### src/design/apwa_pkg.sv
package apwa_pkg;

  // Field widths
  localparam int TIME_W      = 32;
  localparam int GAP_W       = 8;
  localparam int CNT_W       = 9;
  localparam int SPD_W       = 8;
  localparam int SUM_SHORT_W = 13;
  localparam int SUM_MID_W   = 15;
  localparam int SUM_LONG_W  = 21;
  localparam int SPEED_OUT_W = 17;

  // Stream words
  localparam int IN_DATA_W  = 32;
  localparam int OUT_DATA_W = 112;

  // Default ring depths
  localparam int SHORT_DEPTH_DEF = 10;
  localparam int MID_DEPTH_DEF   = 6;
  localparam int LONG_DEPTH_DEF  = 60;

  // Register port
  localparam int CFG_IDX_W  = 2;
  localparam int CFG_DATA_W = 9;

  typedef enum logic [CFG_IDX_W-1:0] {
    CFG_MIN_GAP     = 2'd0,
    CFG_COUNT_LIMIT = 2'd1,
    CFG_SPEED       = 2'd2
  } cfg_idx_t;

  // Register reset values
  localparam logic [GAP_W-1:0] MIN_GAP_RST     = 8'd3;
  localparam logic [CNT_W-1:0] COUNT_LIMIT_RST = 9'd500;
  localparam logic [SPD_W-1:0] SPEED_RST       = 8'd33;

endpackage

### src/design/apwa_ring.sv
// Rolling-sum ring held in a synchronous memory. The entry at the write
// position is prefetched every cycle, so a push needs no separate read access.
module apwa_ring #(
  parameter int DEPTH = apwa_pkg::SHORT_DEPTH_DEF,
  parameter int VAL_W = apwa_pkg::CNT_W,
  parameter int SUM_W = apwa_pkg::SUM_SHORT_W
) (
  input  logic             clk,
  input  logic             rst,
  input  logic             req,
  input  logic             fire,
  input  logic [VAL_W-1:0] value,
  output logic [SUM_W-1:0] total_next,
  output logic             wrap
);

  localparam int POS_W = $clog2(DEPTH);

  logic [VAL_W-1:0] mem [DEPTH];
  logic [VAL_W-1:0] rd_data;
  logic [VAL_W-1:0] old_val;
  logic [DEPTH-1:0] filled;
  logic [POS_W-1:0] pos;
  logic [POS_W-1:0] pos_next;
  logic [SUM_W-1:0] total;
  logic             last_slot;
  logic             write_en;

  assign last_slot = (pos == POS_W'(DEPTH - 1));
  assign write_en  = fire && req;
  // Entries never written since reset read as zero.
  assign old_val   = filled[pos] ? rd_data : '0;
  assign wrap      = req && last_slot;
  assign total_next = req ? (total - SUM_W'(old_val) + SUM_W'(value)) : total;

  always_comb begin
    pos_next = pos;
    if (write_en) begin
      pos_next = last_slot ? '0 : pos + POS_W'(1);
    end
  end

  always_ff @(posedge clk) begin
    if (rst) begin
      pos    <= '0;
      filled <= '0;
      total  <= '0;
    end else if (write_en) begin
      pos         <= pos_next;
      filled[pos] <= 1'b1;
      total       <= total_next;
    end
  end

  always_ff @(posedge clk) begin
    if (write_en) begin
      mem[pos] <= value;
    end
    rd_data <= mem[pos_next];
  end

`ifndef SYNTH
  a_pos_range: assert property (@(posedge clk) disable iff (rst)
    pos <= POS_W'(DEPTH - 1))
    else $error("ring position out of range");

  a_empty_sum: assert property (@(posedge clk) disable iff (rst)
    (filled == '0) |-> (total == '0))
    else $error("ring sum not zero while no entry written");

  a_sum_holds_new: assert property (@(posedge clk) disable iff (rst)
    write_en |=> (total >= SUM_W'($past(value))))
    else $error("ring sum smaller than the entry just written");
`endif

endmodule

### src/design/apwa_cdiv.sv
// Floor division by a constant through a reciprocal multiply; exact for
// every numerator of N_W bits.
module apwa_cdiv #(
  parameter int N_W     = 29,
  parameter int DIVISOR = 3600,
  parameter int Q_W     = apwa_pkg::SPEED_OUT_W
) (
  input  logic [N_W-1:0] x,
  output logic [Q_W-1:0] q
);

  localparam int SHIFT  = N_W + $clog2(DIVISOR);
  localparam int PROD_W = (2 * N_W + 1 > SHIFT + Q_W) ? (2 * N_W + 1) : (SHIFT + Q_W);
  localparam logic [63:0] RECIP_FULL =
    ((64'd1 << SHIFT) + 64'(DIVISOR) - 64'd1) / 64'(DIVISOR);
  localparam logic [N_W:0] RECIP = RECIP_FULL[N_W:0];

  logic [PROD_W-1:0] prod;

  assign prod = PROD_W'(x) * PROD_W'(RECIP);
  assign q    = prod[SHIFT +: Q_W];

endmodule

### src/design/anemometer_pulse_window_averager.sv
// Each word runs through the registered debounce, ring, scale and divide stages.
// Throughput: one word per cycle while the receiver holds m_tready high; each
// ring level reads, modifies and writes back its memory in a single pipeline
// stage, the entry being prefetched.
// Reset (synchronous, rst high) restores the register defaults, clears the
// debounce time, the per-second count, ring positions, sums and entry valid
// bits at once; no clearing pass is needed and words are taken straight away.
module anemometer_pulse_window_averager #(
  parameter int SHORT_DEPTH = apwa_pkg::SHORT_DEPTH_DEF,
  parameter int MID_DEPTH   = apwa_pkg::MID_DEPTH_DEF,
  parameter int LONG_DEPTH  = apwa_pkg::LONG_DEPTH_DEF
) (
  input  logic                            clk,
  input  logic                            rst,
  // Input stream
  input  logic                            s_tvalid,
  output logic                            s_tready,
  input  logic [apwa_pkg::IN_DATA_W-1:0]  s_tdata,   // [31:0] now_ms
  input  logic                            s_tuser,   // mode: 0 pulse, 1 tick
  // Result stream
  output logic                            m_tvalid,
  input  logic                            m_tready,
  // [8:0] second_count, [21:9] sum_short, [36:22] sum_mid, [57:37] sum_long,
  // [74:58] speed_10s_cms, [91:75] speed_60s_cms, [108:92] speed_3600s_cms,
  // [111:109] zero
  output logic [apwa_pkg::OUT_DATA_W-1:0] m_tdata,
  output logic                            m_tuser,   // pulse_accepted
  // Register writes
  input  logic                            cfg_we,
  input  logic [apwa_pkg::CFG_IDX_W-1:0]  cfg_index,
  input  logic [apwa_pkg::CFG_DATA_W-1:0] cfg_data
);

  localparam int CNT_W = apwa_pkg::CNT_W;
  localparam int SPD_W = apwa_pkg::SPD_W;
  localparam int Q_W   = apwa_pkg::SPEED_OUT_W;

  // Sum widths follow from the largest count and the ring depths.
  localparam int CNT_MAX   = 2 ** CNT_W - 1;
  localparam int SHORT_W   = $clog2(CNT_MAX * SHORT_DEPTH + 1);
  localparam int MID_W     = $clog2(CNT_MAX * SHORT_DEPTH * MID_DEPTH + 1);
  localparam int LONG_W    = $clog2(CNT_MAX * SHORT_DEPTH * MID_DEPTH * LONG_DEPTH + 1);
  localparam int PS_W      = SHORT_W + SPD_W;
  localparam int PM_W      = MID_W + SPD_W;
  localparam int PL_W      = LONG_W + SPD_W;
  localparam int DIV_SHORT = SHORT_DEPTH;
  localparam int DIV_MID   = SHORT_DEPTH * MID_DEPTH;
  localparam int DIV_LONG  = SHORT_DEPTH * MID_DEPTH * LONG_DEPTH;

  // Configuration registers
  logic [apwa_pkg::GAP_W-1:0] min_gap;
  logic [CNT_W-1:0]           count_limit;
  logic [SPD_W-1:0]           speed;

  always_ff @(posedge clk) begin
    if (rst) begin
      min_gap     <= apwa_pkg::MIN_GAP_RST;
      count_limit <= apwa_pkg::COUNT_LIMIT_RST;
      speed       <= apwa_pkg::SPEED_RST;
    end else if (cfg_we) begin
      case (apwa_pkg::cfg_idx_t'(cfg_index))
        apwa_pkg::CFG_MIN_GAP:     min_gap     <= cfg_data[apwa_pkg::GAP_W-1:0];
        apwa_pkg::CFG_COUNT_LIMIT: count_limit <= cfg_data[CNT_W-1:0];
        apwa_pkg::CFG_SPEED:       speed       <= cfg_data[SPD_W-1:0];
        default: ;
      endcase
    end
  end

  // Pipeline handshake. A stage takes a word when it is empty or its own
  // word moves on in the same cycle, so the output register alone decides
  // whether a waiting result blocks anything.
  logic v1, v2, v3, v4, v5, v6;
  logic r1, r2, r3, r4, r5, r6;
  logic in_fire;

  assign r6       = !v6 || m_tready;
  assign r5       = !v5 || r6;
  assign r4       = !v4 || r5;
  assign r3       = !v3 || r4;
  assign r2       = !v2 || r3;
  assign r1       = !v1 || r2;
  assign s_tready = r1;
  assign in_fire  = s_tvalid && s_tready;

  always_ff @(posedge clk) begin
    if (rst) begin
      v1 <= 1'b0;
      v2 <= 1'b0;
      v3 <= 1'b0;
      v4 <= 1'b0;
      v5 <= 1'b0;
      v6 <= 1'b0;
    end else begin
      if (r1) v1 <= s_tvalid;
      if (r2) v2 <= v1;
      if (r3) v3 <= v2;
      if (r4) v4 <= v3;
      if (r5) v5 <= v4;
      if (r6) v6 <= v5;
    end
  end

  // Stage one: debounce and per-second count. The gap is the wrapping
  // difference between the word's time stamp and the last accepted pulse.
  logic [apwa_pkg::TIME_W-1:0] last_time;
  logic [CNT_W-1:0]            pulse_count;
  logic [apwa_pkg::TIME_W-1:0] gap;
  logic                        is_tick;
  logic                        gap_ok;
  logic [CNT_W-1:0]            count_next;

  assign is_tick = s_tuser;
  assign gap     = s_tdata[apwa_pkg::TIME_W-1:0] - last_time;
  assign gap_ok  = !is_tick && (gap > apwa_pkg::TIME_W'(min_gap));

  always_comb begin
    count_next = pulse_count;
    if (is_tick) begin
      count_next = '0;
    end else if (gap_ok && (pulse_count < count_limit)) begin
      count_next = pulse_count + CNT_W'(1);
    end
  end

  always_ff @(posedge clk) begin
    if (rst) begin
      last_time   <= '0;
      pulse_count <= '0;
    end else if (in_fire) begin
      pulse_count <= count_next;
      if (gap_ok) begin
        last_time <= s_tdata[apwa_pkg::TIME_W-1:0];
      end
    end
  end

  logic             acc1, push1;
  logic [CNT_W-1:0] cnt1, val1;

  always_ff @(posedge clk) begin
    if (r1) begin
      acc1  <= gap_ok;
      cnt1  <= count_next;
      push1 <= is_tick;
      val1  <= pulse_count;
    end
  end

  // Stage two: ten-second ring. A tick stores the finished second's count.
  logic [SHORT_W-1:0] short_total_next;
  logic               short_wrap;

  apwa_ring #(
    .DEPTH (SHORT_DEPTH),
    .VAL_W (CNT_W),
    .SUM_W (SHORT_W)
  ) u_short_ring (
    .clk        (clk),
    .rst        (rst),
    .req        (push1),
    .fire       (v1 && r2),
    .value      (val1),
    .total_next (short_total_next),
    .wrap       (short_wrap)
  );

  logic               acc2, push2;
  logic [CNT_W-1:0]   cnt2;
  logic [SHORT_W-1:0] short2;

  always_ff @(posedge clk) begin
    if (r2) begin
      acc2   <= acc1;
      cnt2   <= cnt1;
      short2 <= short_total_next;
      push2  <= short_wrap;
    end
  end

  // Stage three: minute ring. When the short ring wraps its fresh sum is
  // carried down as the value to store.
  logic [MID_W-1:0] mid_total_next;
  logic             mid_wrap;

  apwa_ring #(
    .DEPTH (MID_DEPTH),
    .VAL_W (SHORT_W),
    .SUM_W (MID_W)
  ) u_mid_ring (
    .clk        (clk),
    .rst        (rst),
    .req        (push2),
    .fire       (v2 && r3),
    .value      (short2),
    .total_next (mid_total_next),
    .wrap       (mid_wrap)
  );

  logic               acc3, push3;
  logic [CNT_W-1:0]   cnt3;
  logic [SHORT_W-1:0] short3;
  logic [MID_W-1:0]   mid3;

  always_ff @(posedge clk) begin
    if (r3) begin
      acc3   <= acc2;
      cnt3   <= cnt2;
      short3 <= short2;
      mid3   <= mid_total_next;
      push3  <= mid_wrap;
    end
  end

  // Stage four: hour ring.
  logic [LONG_W-1:0] long_total_next;
  logic              long_wrap;

  apwa_ring #(
    .DEPTH (LONG_DEPTH),
    .VAL_W (MID_W),
    .SUM_W (LONG_W)
  ) u_long_ring (
    .clk        (clk),
    .rst        (rst),
    .req        (push3),
    .fire       (v3 && r4),
    .value      (mid3),
    .total_next (long_total_next),
    .wrap       (long_wrap)
  );

  logic               acc4;
  logic [CNT_W-1:0]   cnt4;
  logic [SHORT_W-1:0] short4;
  logic [MID_W-1:0]   mid4;
  logic [LONG_W-1:0]  long4;

  // The hour ring's wrap carries nothing further.
  always_ff @(posedge clk) begin
    if (r4) begin
      acc4   <= acc3;
      cnt4   <= cnt3;
      short4 <= short3;
      mid4   <= mid3;
      long4  <= long_wrap ? long_total_next : long_total_next;
    end
  end

  // Stage five: scale each sum by the speed of one pulse per second.
  logic               acc5;
  logic [CNT_W-1:0]   cnt5;
  logic [SHORT_W-1:0] short5;
  logic [MID_W-1:0]   mid5;
  logic [LONG_W-1:0]  long5;
  logic [PS_W-1:0]    prod_s;
  logic [PM_W-1:0]    prod_m;
  logic [PL_W-1:0]    prod_l;

  always_ff @(posedge clk) begin
    if (r5) begin
      acc5   <= acc4;
      cnt5   <= cnt4;
      short5 <= short4;
      mid5   <= mid4;
      long5  <= long4;
      prod_s <= PS_W'(short4) * PS_W'(speed);
      prod_m <= PM_W'(mid4) * PM_W'(speed);
      prod_l <= PL_W'(long4) * PL_W'(speed);
    end
  end

  // Stage six: divide by the window length in seconds, floored, and hold
  // the result word until it is taken.
  logic [Q_W-1:0] q_s, q_m, q_l;

  apwa_cdiv #(.N_W (PS_W), .DIVISOR (DIV_SHORT), .Q_W (Q_W)) u_div_short (
    .x (prod_s),
    .q (q_s)
  );

  apwa_cdiv #(.N_W (PM_W), .DIVISOR (DIV_MID), .Q_W (Q_W)) u_div_mid (
    .x (prod_m),
    .q (q_m)
  );

  apwa_cdiv #(.N_W (PL_W), .DIVISOR (DIV_LONG), .Q_W (Q_W)) u_div_long (
    .x (prod_l),
    .q (q_l)
  );

  logic               acc6;
  logic [CNT_W-1:0]   cnt6;
  logic [SHORT_W-1:0] short6;
  logic [MID_W-1:0]   mid6;
  logic [LONG_W-1:0]  long6;
  logic [Q_W-1:0]     spd_s6, spd_m6, spd_l6;

  always_ff @(posedge clk) begin
    if (r6) begin
      acc6   <= acc5;
      cnt6   <= cnt5;
      short6 <= short5;
      mid6   <= mid5;
      long6  <= long5;
      spd_s6 <= q_s;
      spd_m6 <= q_m;
      spd_l6 <= q_l;
    end
  end

  assign m_tvalid = v6;
  assign m_tuser  = acc6;
  assign m_tdata  = {
    3'b000,
    spd_l6,
    spd_m6,
    spd_s6,
    apwa_pkg::SUM_LONG_W'(long6),
    apwa_pkg::SUM_MID_W'(mid6),
    apwa_pkg::SUM_SHORT_W'(short6),
    cnt6
  };

endmodule

### config.mk
export PLATFORM = sky130hd
export DESIGN_NAME = anemometer_pulse_window_averager
export DESIGN_NICKNAME = d
export VERILOG_FILES = /design/src/design/apwa_pkg.sv /design/src/design/apwa_ring.sv /design/src/design/apwa_cdiv.sv /design/src/design/anemometer_pulse_window_averager.sv
export SDC_FILE = /design/constraint.sdc
export NUM_CORES = 2
export LEC_CHECK = 0
export BUFFER_PORTS_ARGS = -buffer_cell sky130_fd_sc_hd__buf_2
export CORE_MARGIN = 2
export CORE_UTILIZATION = 30
export CTS_BUF_LIST = sky130_fd_sc_hd__clkbuf_8
export CTS_CLUSTER_SIZE = 20
export DETAILED_ROUTE_END_ITERATION = 7
export SLEW_MARGIN = 30
export SYNTH_ARGS = -nofsm -noshare
export SYNTH_HDL_FRONTEND = slang
export SYNTH_SLANG_ARGS = --single-unit
### constraint.sdc
create_clock -name clk -period 9 [get_ports clk]
set_input_delay 1.35 -clock clk [delete_from_list [all_inputs] [get_ports clk]]
set_output_delay 1.35 -clock clk [all_outputs]
set_load 0.01 [all_outputs]
==> metrics <==
startpoint types=register; die height=592.4 µm; Most used DFF post-synth=edfxtp_1; Final ANT Viol Nets=0; top cells by area, synth=edfxtp_1 42%, fa_1 15%, ha_1 11%; max_cap viols=0; status=complete, no violations; dpl hpwl=178800 µm; Reg clk slew, reported paths=0.06 ns; commonest cells after routing, fill and taps aside=1452 x edfxtp_1, 1397 x inv_1, 952 x ha_1, 777 x fa_1, 560 x nand2_1; Post-synth EDFFs=1452; transition time of the tightest slew-check pin=1.022 ns; number of iterations in the first detailed-routing pass=6; period utilisation layout=88.19%; global-route wire length before repair=393000 µm; count of warnings emitted by yosys=0; Chip Width=592.4 µm; CTS Buf Count=298; fin util=33.69%; Area growth, synth to finish=12.05%; GRT overflow=0; Slew HR=31.47%; Clock Skew=0.09974 ns; row count=216; NumNets Final=10.14k; top-level I/O count=164; Tmin final=7.937 ns; Crit Path Category=register to register; leakage=47.49 nW; Via density=4.733; Core Region=345400 µm²; final setup vio count=0; worst-case clock buffer depth=4; ys async rst share=0%; Resize count post-CTS=0; Setup TNS Final=0 ns; cells after synthesis=8059; Post-route DRC=0; Max Fclk=126.0 MHz; CTS tree=built; VDD IR-drop max=1.486 mV; routability-driven placement congestion ratio=0.8935; DR iter-0 viols=4583; Total Power=32.90 mW; synthesized area=103900 µm²; RSZ-0062 raised after global routing=no; Yosys top cell area share=41.98%; Die ar.=350900 µm²; crit-path max FO=8; GR Util All Layers=14.44%; CTS H-tree depth=5; Worst setup EP type=register; DRT Wirelength=255100 µm; share of the yosys chip area belonging to registers=46.74%; setup bufs post-CTS=0; Power Dens Cells=282.7 nW/µm²; library cells used by synthesis=81; Mean Syn Cell Area=12.89 µm²; CTS Root Cell=clkbuf_8; layout cells sized above 1=11.85%; Vias=62.38k; WP data required=9.70 ns; Max Transition Viols Final=0; critical path arrival=8.64 ns; Final Hold Viols=0; area leader, netlist=edfxtp_1; Port Buf Inserts=160; commonest non-fill, non-tap cell in the layout=edfxtp_1; antenna violations before repair=9; #FFs+latches synth=1699; cts hold-fix bufs=0; clk sinks=1699; vias in the first global route=66.18k; Hold Crit Class=register to register; Initial Util=30.07%; largest net degree at the start of global routing=123; detail-routed net length per standard cell=19.36 µm; Worst-Skew Late Latency=0.93 ns
## path summary, 6_finish.rpt
check             start  slack (ns)  cells past startpoint          to
min            long5[3]        0.36                      0    long6[3]
max reg2reg  prod_l[12]        1.06                     26  spd_l6[12]
max          prod_l[12]        1.06                     26  spd_l6[12]
min reg2reg    long5[3]        0.36                      0    long6[3]
## layer usage
metal  share of wire (%)  global-route usage [%]  up-vias
met5                   0                       0        -
met4                 2.5                   3.993        0
met3                 4.6                   1.665      336
met2                  49                   24.74     1586
met1                  44                   19.27    31865
li1                    -                       -    28591
## cells in the mapped netlist, drive strengths merged, types with 60 or more instances
| cell | n |
|---|---|
| edfxtp | 1452 |
| inv | 1295 |
| ha | 952 |
| fa | 777 |
| nand2 | 562 |
| nor2 | 394 |
| a21oi | 291 |
| and2 | 275 |
| mux4 | 267 |
| dfxtp | 247 |
| o21ai | 228 |
| clkbuf | 185 |
| xnor2 | 121 |
| nand3 | 98 |
| a211oi | 88 |
| a21o | 74 |
| mux2i | 71 |
| buf | 64 |
| nor2b | 60 |
| xor2 | 60 |
## worst max-delay path, cell delays in order (launching register included)
cell and delay, ns:
edfxtp_1 0.65, ha_1 0.53, xor2_1 0.22, ha_1 0.22, nand2b_1 0.15, fa_1 0.45, ha_1 0.29, inv_1 0.05
fa_1 0.51, inv_1 0.06, fa_1 0.53, fa_1 0.50, inv_1 0.05, fa_1 0.47, inv_1 0.05, ha_1 0.37
o21a_1 0.16, o211ai_1 0.08, a2111oi_0 0.44, o21ai_0 0.17, a21oi_1 0.44, o211ai_1 0.20, a41oi_1 0.40, o21a_1 0.23
o2111ai_1 0.18, a211o_1 0.29, o311ai_0 0.11
## registers in the layout (all words and copies together), names as in the netlist, 23 cells and up
signal and cells:
u_long_ring.mem 900, prod_l 29, u_long_ring.filled 60, u_short_ring.mem 90, u_mid_ring.mem 78, prod_m 23
last_time 32
## kinds of logic (layout without fill, tap and decap cells)
| group | after synthesis | after routing | synth area share (%) |
|---|---|---|---|
| flops | 1699 | 1699 | 46.74 |
| simple gates | 1609 | 1609 | 7.270 |
| xor+xnor | 181 | 181 | 1.534 |
| fa+ha+maj | 1729 | 1729 | 26.45 |
| mux | 353 | 353 | 6.637 |
| compound gates | 942 | 942 | 5.703 |
| other cells | 1 | 10 | 0.003611 |
| buf+inv | 1545 | 2078 | 5.661 |
## cell type report
class	count	area, µm²
Fill cell	33883	229000
Multi-Input combinational cell	4817	50000
Sequential cell	1699	48560
Tap cell	4578	5728
Inverter	1296	4870
Clock buffer	311	4280
Timing Repair Buffer	245	1535
Clock inverter	226	1383
Antenna cell	7	17.52
## stage by stage
stage | instances | hold slack (ns) | area, µm² | worst slack [ns]
final | 13179 | 0.3610 | 116400 | 1.063
after global routing | 13174 | 0.3551 | 116400 | 0.5609
after CTS | 13171 | 0.3374 | 116300 | 1.002
after detailed placement | 12634 | 0.4045 | 110600 | 0.9655
after global placement | 12633 | 0.4006 | 110400 | 0.9910
after floorplan | 8061 | 0.4003 | 103900 | 2.346
## power breakdown
| part | leakage (nW) | switching (mW) | total, mW | internal (mW) |
|---|---|---|---|---|
| sequential | 14.4 | 0.292 | 9.60 | 9.31 |
| clock | 3.26 | 3.26 | 6.87 | 3.61 |
| combinational | 29.8 | 9.11 | 16.4 | 7.31 |
Note: power is estimated with default switching activity, not from simulation.
